==> config.mk <==
export PLATFORM = sky130hd
export DESIGN_NAME = sfd_chan
export DESIGN_NICKNAME = d
export VERILOG_FILES = /design/src/rtl/core/sfd_pkg.sv /design/src/rtl/core/sfd_chan.sv
export SDC_FILE = /design/constraint.sdc
export NUM_CORES = 2
export LEC_CHECK = 0
export BUFFER_PORTS_ARGS = -buffer_cell sky130_fd_sc_hd__buf_2
export CORE_ASPECT_RATIO = 1.25
export CORE_MARGIN = 1
export CORE_UTILIZATION = 35
export CTS_BUF_LIST = sky130_fd_sc_hd__clkbuf_16
export DETAILED_ROUTE_END_ITERATION = 16
export HOLD_SLACK_MARGIN = 0.12
export PLACE_DENSITY = 0.61
export SYNTH_ARGS = -nofsm -noshare
export SYNTH_HDL_FRONTEND = slang
export SYNTH_SLANG_ARGS = --single-unit
==> constraint.sdc <==
create_clock -name clk -period 8.6 [get_ports clk]
set_input_delay 0.43 -clock clk [delete_from_list [all_inputs] [get_ports clk]]
set_output_delay 0.43 -clock clk [all_outputs]
set_load 0.03 [all_outputs]
==> src/rtl/core/sfd_pkg.sv <==
package sfd_pkg;

	// sample and gain formats
	localparam int SAMPLE_W = 24;
	localparam int GAIN_W   = 16;
	localparam int DELAY_W  = 14;
	localparam int Q_FRAC   = 15;

	// product of an 18-bit signed gain and a sample, their sum, the floored sum
	localparam int PROD_W = GAIN_W + 2 + SAMPLE_W;
	localparam int SUM_W  = PROD_W + 1;
	localparam int SHR_W  = SUM_W - Q_FRAC;
	localparam int EXT_W  = SHR_W + 1;

	localparam int DELAY_DEPTH_DEF = 8192;

	// configuration port
	localparam int CFG_W     = 16;
	localparam int REG_IDX_W = 3;

	typedef enum logic [REG_IDX_W-1:0] {
		REG_BYPASS      = 3'd0,
		REG_DELAY_LEFT  = 3'd1,
		REG_DELAY_RIGHT = 3'd2,
		REG_FB_LEFT     = 3'd3,
		REG_FB_RIGHT    = 3'd4,
		REG_CROSS_GAIN  = 3'd5,
		REG_MIX_LEFT    = 3'd6,
		REG_MIX_RIGHT   = 3'd7
	} reg_idx_t;

	localparam logic [GAIN_W-1:0]  UNITY_G   = 16'h8000;
	localparam logic [DELAY_W-1:0] DELAY_RST = 14'd4096;
	localparam logic [GAIN_W-1:0]  HALF_G    = 16'h4000;

	typedef logic signed [SAMPLE_W-1:0] sample_t;

	// gains seen by one channel
	typedef struct packed {
		logic [GAIN_W-1:0] fb_own;
		logic [GAIN_W-1:0] fb_oth;
		logic [GAIN_W-1:0] mix;
	} sfd_gain_t;

	localparam sample_t S24_MAX = {1'b0, {(SAMPLE_W-1){1'b1}}};
	localparam sample_t S24_MIN = {1'b1, {(SAMPLE_W-1){1'b0}}};

	function automatic logic [GAIN_W-1:0] gain_sat(logic [GAIN_W-1:0] g);
		return (g > UNITY_G) ? UNITY_G : g;
	endfunction

	function automatic sample_t sat24(logic [EXT_W-1:0] v);
		if (v[EXT_W-1:SAMPLE_W-1] == {(EXT_W-SAMPLE_W+1){v[EXT_W-1]}})
			return v[SAMPLE_W-1:0];
		return v[EXT_W-1] ? S24_MIN : S24_MAX;
	endfunction

endpackage

==> src/rtl/core/sfd_chan.sv <==
module sfd_chan (
	input  logic               clk,
	input  logic               en,
	input  sfd_pkg::sample_t   x,
	input  sfd_pkg::sample_t   d_own,
	input  sfd_pkg::sample_t   d_oth,
	input  sfd_pkg::sfd_gain_t gain,
	output sfd_pkg::sample_t   dry,
	output sfd_pkg::sample_t   wet,
	output sfd_pkg::sample_t   store
);
	import sfd_pkg::*;

	logic [GAIN_W-1:0] mix_g;
	logic [GAIN_W-1:0] fb_g;
	logic [GAIN_W-1:0] cr_g;
	logic [GAIN_W:0]   dry_g;

	logic signed [PROD_W-1:0] p_dry_s2;
	logic signed [PROD_W-1:0] p_wet_s2;
	logic signed [PROD_W-1:0] p_fb_s2;
	logic signed [PROD_W-1:0] p_cr_s2;
	sample_t                  x_s2;

	logic [SUM_W-1:0] mix_sum;
	logic [SUM_W-1:0] fb_sum;
	logic [SHR_W-1:0] mix_shr;
	logic [SHR_W-1:0] fb_shr;
	logic [EXT_W-1:0] st_sum;

	always_comb begin
		mix_g = gain_sat(gain.mix);
		fb_g  = gain_sat(gain.fb_own);
		cr_g  = gain_sat(gain.fb_oth);
		dry_g = {1'b0, UNITY_G} - {1'b0, mix_g};
	end

	always_ff @(posedge clk) begin
		if (en) begin
			p_dry_s2 <= $signed({1'b0, dry_g}) * x;
			p_wet_s2 <= $signed({2'b00, mix_g}) * d_own;
			p_fb_s2  <= $signed({2'b00, fb_g}) * d_own;
			p_cr_s2  <= $signed({2'b00, cr_g}) * d_oth;
			x_s2     <= x;
		end
	end

	// floor by dropping the fraction bits of the exact sum
	always_comb begin
		mix_sum = {p_dry_s2[PROD_W-1], p_dry_s2} + {p_wet_s2[PROD_W-1], p_wet_s2};
		fb_sum  = {p_fb_s2[PROD_W-1], p_fb_s2} + {p_cr_s2[PROD_W-1], p_cr_s2};
		mix_shr = mix_sum[SUM_W-1:Q_FRAC];
		fb_shr  = fb_sum[SUM_W-1:Q_FRAC];
		st_sum  = {{(EXT_W-SAMPLE_W){x_s2[SAMPLE_W-1]}}, x_s2} + {fb_shr[SHR_W-1], fb_shr};
		dry     = x_s2;
		wet     = sat24({mix_shr[SHR_W-1], mix_shr});
		store   = sat24(st_sum);
	end

endmodule

### Word level (Yosys, flattened, before mapping)

Index checks and enable logic that the tools add are counted.

| word-level totals | value |
|---|---|
| input bits | 122 |
| register bits after elaboration | 189 |

| cells by class | value |
|---|---|
| equal/unequal tests | 2 |
| order comparisons | 3 |
| muxes and demuxes | 11 |
| $mul | 4 |
| add/subtract/negate cells | 4 |

Operator list:

| operator | number |
|---|---|
| 24-bit two-way mux | 6 |
| 17-bit by 24-bit multiplier with 41-bit output | 3 |
| 16-bit greater-than comparator, second input constant | 3 |
| 16-bit two-way mux | 3 |
| 42-bit by 41-bit adder with 43-bit output | 1 |
| 41-bit by 41-bit adder with 42-bit output | 1 |
| 18-bit by 24-bit multiplier with 42-bit output | 1 |
| 24-bit by 27-bit adder with 28-bit output | 1 |
| 16-bit by 16-bit subtractor with 17-bit output, first input constant | 1 |
| 5-bit == test | 1 |
| 4-bit == test | 1 |
| 1-bit two-way mux | 2 |

### Depth between registers and ports, before layout

| logic depth | value |
|---|---|
| word-level depth | 5 |
| mapped depth | 39 |

### Worst setup path before layout

Ideal clock, no wire load.

| timing | value |
|---|---|
| path type | input to register |
| from | in gain[3] (netlist name) |
| to | reg p_dry_s2[40] (data pin) |
| path slack | -0.416 ns |
| setup time | 0.258 ns |
| required time | 8.342 ns |
| buffers on the path | 3 |
| stages on the path | 36 |
| data arrival time | 8.758 ns |
| cells stage by stage | nor4_2 > nand3_2 > or3_1 > or3_4 > o31ai_4 > buf_6 > and2_0 > clkbuf_1 > inv_1 > ha_1 > nand2b_1 > a21oi_2 > xnor2_1 > clkbuf_1 > and2_1 > fa_1 > inv_1 > fa_1 > fa_1 > inv_1 > fa_1 > fa_1 > inv_1 > fa_1 > inv_1 > ha_1 > and4_1 > nand2_1 > or3_1 > a2111o_1 > a21oi_1 > o2111ai_1 > a31oi_1 > o21a_1 > nor2_1 > xnor2_1 |

| on the way | value |
|---|---|
| cells in the longest elaborated chain, start to end | 4 |

Ends and longest elaborated chain:

| item | RTL line | RTL |
|---|---|---|
| start: declaration | sfd_chan.sv:7 | `input sfd_pkg::sfd_gain_t gain,` |
| 16-bit greater-than comparator | sfd_pkg.sv:49 | `return (g > UNITY_G) ? UNITY_G : g;` |
| 16-bit two-way mux * | sfd_pkg.sv:49 |  |
| 16-bit by 16-bit subtractor with 17-bit output * | sfd_chan.sv:35 | `dry_g = {1'b0, UNITY_G} - {1'b0, mix_g};` |
| 18-bit by 24-bit multiplier with 42-bit output * | sfd_chan.sv:40 | `p_dry_s2 <= $signed({1'b0, dry_g}) * x;` |
| end signal: assignment | sfd_chan.sv:40 |  |
| end: declaration | sfd_chan.sv:19 | `logic signed [PROD_W-1:0] p_dry_s2;` |

Every way passes the cells marked *; elsewhere a longest branch is shown, timed or not.
A chain may end at the register's enable or synchronous reset.

### Worst setup path in the final report

| timing | value |
|---|---|
| from | in gain[6] (netlist name) |
| to | reg p_wet_s2[39] (data pin) |

| on the way | value |
|---|---|
| cells in the longest elaborated chain, start to end | 3 |

Ends and longest elaborated chain:

| item | RTL line | RTL |
|---|---|---|
| 16-bit greater-than comparator | sfd_pkg.sv:49 |  |
| 16-bit two-way mux * | sfd_pkg.sv:49 |  |
| 17-bit by 24-bit multiplier with 41-bit output * | sfd_chan.sv:41 | `p_wet_s2 <= $signed({2'b00, mix_g}) * d_own;` |
| end signal: assignment | sfd_chan.sv:41 |  |
| end: declaration | sfd_chan.sv:20 | `logic signed [PROD_W-1:0] p_wet_s2;` |

Marks and branches as above.

==> flow_metrics.env <==
export IMPL_outcome="finished, final reports clean"
export IMPL_synth_distinct_cells=89
export IMPL_portBuffers=193
export IMPL_cts_sinks=189
export IMPL_worstMarginPinSlew_ps=1060
export IMPL_area_growth_pct=9.32
export IMPL_maxSlewViolCount=0
export IMPL_multi_input_area_um2=54000
export IMPL_fin_nets=10107
export IMPL_ant_nets=0
export IMPL_overflow=0
export IMPL_syn_area_per_cell_um2=8.90
export IMPL_dieArea_um2=198000
export IMPL_antenna_found_initial=17
export IMPL_synthMuxAreaShare=0.000602
export IMPL_synth_simple_area_share=0.143
export IMPL_vias_per_cell=4.89
export IMPL_grt_max_degree=80
export IMPL_cts_buffers=17
export IMPL_crit_type="in -> reg"
export IMPL_synth_edf_count=189
export IMPL_placed_area_um2=74100
export IMPL_cts_tree="yes"
export IMPL_min_path_type="in -> reg"
export IMPL_top_layer="met5"
export IMPL_cts_root_buffer="clkbuf_16"
export IMPL_grt_usage=0.191
export IMPL_cts_hold_buf=0
export IMPL_synth_xor_area_frac=0.0303
export IMPL_start_kind="input port"
export IMPL_die_w_um=398
export IMPL_synth_nets=9877
export IMPL_vias=51386
export IMPL_core_um2=195000
export IMPL_fill_cells=19611
export IMPL_hold_viol_final=0
export IMPL_grt_pass1_vias=56660
export IMPL_final_min_clock_period_ps=8320
export IMPL_max_cap_violations=0
export IMPL_ys_ff_latch=189
export IMPL_wl_met2_um=92500
export IMPL_wl_met1_um=77600
export IMPL_critPathMostFrequentCell="fa_1"
export IMPL_path_clk_slew_ps=80
export IMPL_crit_required_ps=8830
export IMPL_drt_wirelength_per_cell_um=17.4
export IMPL_ys_seq_area_frac=0.0827
export IMPL_grt_first_pass_wirelength_um=300000
export IMPL_initial_core_util=0.353
export IMPL_max_freq_mhz=120
export IMPL_layout_drive_gt1_share=0.0804
export IMPL_synth_top_family_by_area="adder cells"
export IMPL_ff_latch_area_um2=5680
export IMPL_die_height_um=497
export IMPL_ctsLongestPathBuffers=2
export IMPL_wl_um=183000
export IMPL_synth_adder_area_share=0.541
export IMPL_ioPinCount=194
export IMPL_setup_violations=0
export IMPL_worst_path_max_delay_cell="fa_1"
export IMPL_dr_pass1_iters=6
export IMPL_worstPathMaxFanout=17
export IMPL_drcViolationCount=0
export IMPL_yosysWarnings=0
export IMPL_place_congestion=0.888
export IMPL_met3_wirelength_um=7770
export IMPL_crit_path_max_incr_delay_ps=540
export IMPL_cp_arrival_ps=8550
export IMPL_postSynthCellCount=7708
export IMPL_slew_headroom=0.292
export IMPL_rows=181
export IMPL_finalCritPeriodShare=0.967
export IMPL_final_area_um2=75000
export IMPL_end_kind="flip-flop"
export IMPL_synth_area_um2=68600
export IMPL_async_flop_share=0
export IMPL_drtIter0Drc=2895
export IMPL_synth_top_flop_cell="edfxtp_1"
export IMPL_htree_levels=4
export IMPL_hpwl_um=154000
export IMPL_synth_compound_area_share=0.0691
## worst paths after layout
path / start / end / slack, ps / depth (start not counted)
worst max-delay path: gain[6] / p_wet_s2[39] / 280 / 32
worst min-delay path: x[3] / dry[3] / 420 / 1
## layout by cell type, fill, tap and decap left out, drive strengths merged, types with 57 or more instances in the layout
cell type / instances
xnor2: 174
and2: 469
nand2: 1177
xor2: 60
nor2: 143
edfxtp: 189
ha: 514
inv: 2132
nor2b: 67
a21oi: 196
o21ai: 151
and3: 57
buf: 496
a21o: 99
fa: 1533
## critical path, delay by kind of cell
family | cells | cell delay (ps)
adders and majority gates | 7 | 3350
buffers and inverters | 9 | 1070
and+or+nand+nor | 8 | 1660
xor gates and xnor gates | 1 | 150
AOI/OAI and AO/OA | 7 | 1840
## stage by stage
step	utilization	TNS [ps]	cells	hold WS (ps)	setup slack, ps
4_1_cts	0.384	0	10505	368	25.1
5_1_grt	0.385	-0.357	10513	388	-0.357
3_3_place_gp	0.381	-5000	10473	931	-503
6_report	0.385	0	10516	420	283
3_5_place_dp	0.381	-7480	10473	929	-573
2_1_floorplan	-	0	7708	529	0.917
## routing by layer
metal	track usage	up-vias
met1	0.250	26635
met3	0.0155	307
met4	0.0594	8
li1	-	23247
met5	0	-
met2	0.334	1189
## kinds of logic after synthesis
group	after synthesis
buffers and inverters	2409
and+or+nand+nor	2104
adders and majority gates	2047
AOI/OAI and AO/OA	721
xor gates and xnor gates	234
DFF	189
muxes	4
## state kept, by name, summed over array words and instances (netlist names)
| signal | count |
|---|---|
| p_dry_s2 | 42 |
| p_cr_s2 | 41 |
| p_fb_s2 | 41 |
| p_wet_s2 | 41 |
| dry | 24 |
## cell usage after synthesis, types with 5 or more instances
master        n  share of area
nor3_1       39         0.0028
buf_4         8        0.00088
nor2b_1      67         0.0061
and4_1        9         0.0011
nand4_1      21         0.0019
o311ai_0      5        0.00064
o2111ai_1     5        0.00064
ha_1        514          0.094
nor2_1      141         0.0077
and3_1       57         0.0052
o22ai_1       7        0.00064
buf_2        10        0.00073
a41o_1        5        0.00073
a21oi_1     194          0.014
o31a_1        9         0.0011
a211o_1       5        0.00064
a211oi_1     28         0.0031
nand3_1      46         0.0034
a41oi_1       7        0.00089
nand2_1    1176          0.064
a31o_2       26         0.0033
a31oi_1      21         0.0019
fa_1       1533           0.45
nand2b_1     30         0.0027
o21a_1       32         0.0035
xor2_1       59         0.0075
edfxtp_1    189          0.083
xnor2_1     173          0.022
and2_1      466          0.043
or4_1         5        0.00055
a21o_1       99          0.011
o21ai_0     145          0.011
clkbuf_1    262          0.014
o21bai_1     35         0.0038
o21ai_1       6        0.00044
inv_1      2123           0.12
a21boi_0      8        0.00088
a2111oi_0     7        0.00089
nor4_1       14         0.0013
or3_1         9        0.00082
o211ai_1     12         0.0013
or2_2        10        0.00091
o31ai_1      13         0.0014
a221oi_1      7        0.00089
## final cells by class
class                   instances  share of cell area
clock buffers                  17             0.00567
repair buffers                497              0.0458
flip-flops and latches        189              0.0757
diodes                          3            0.000100
well taps                    2562              0.0428
clock inverters                15             0.00289
inverters                    2123               0.106
multi-input cells            5110               0.721
## timing repair
| action | 4_1_cts | 5_1_grt |
|---|---|---|
| resized for setup | 1 | 34 |
| setup buffers | 0 | 8 |
| pin swaps | 0 | 17 |
| endpoints found under the setup margin | 1 | 24 |
Power is left out: the tool's default activity adds up to more than one toggle a clock period on the data nets, which glitch-free logic cannot reach.
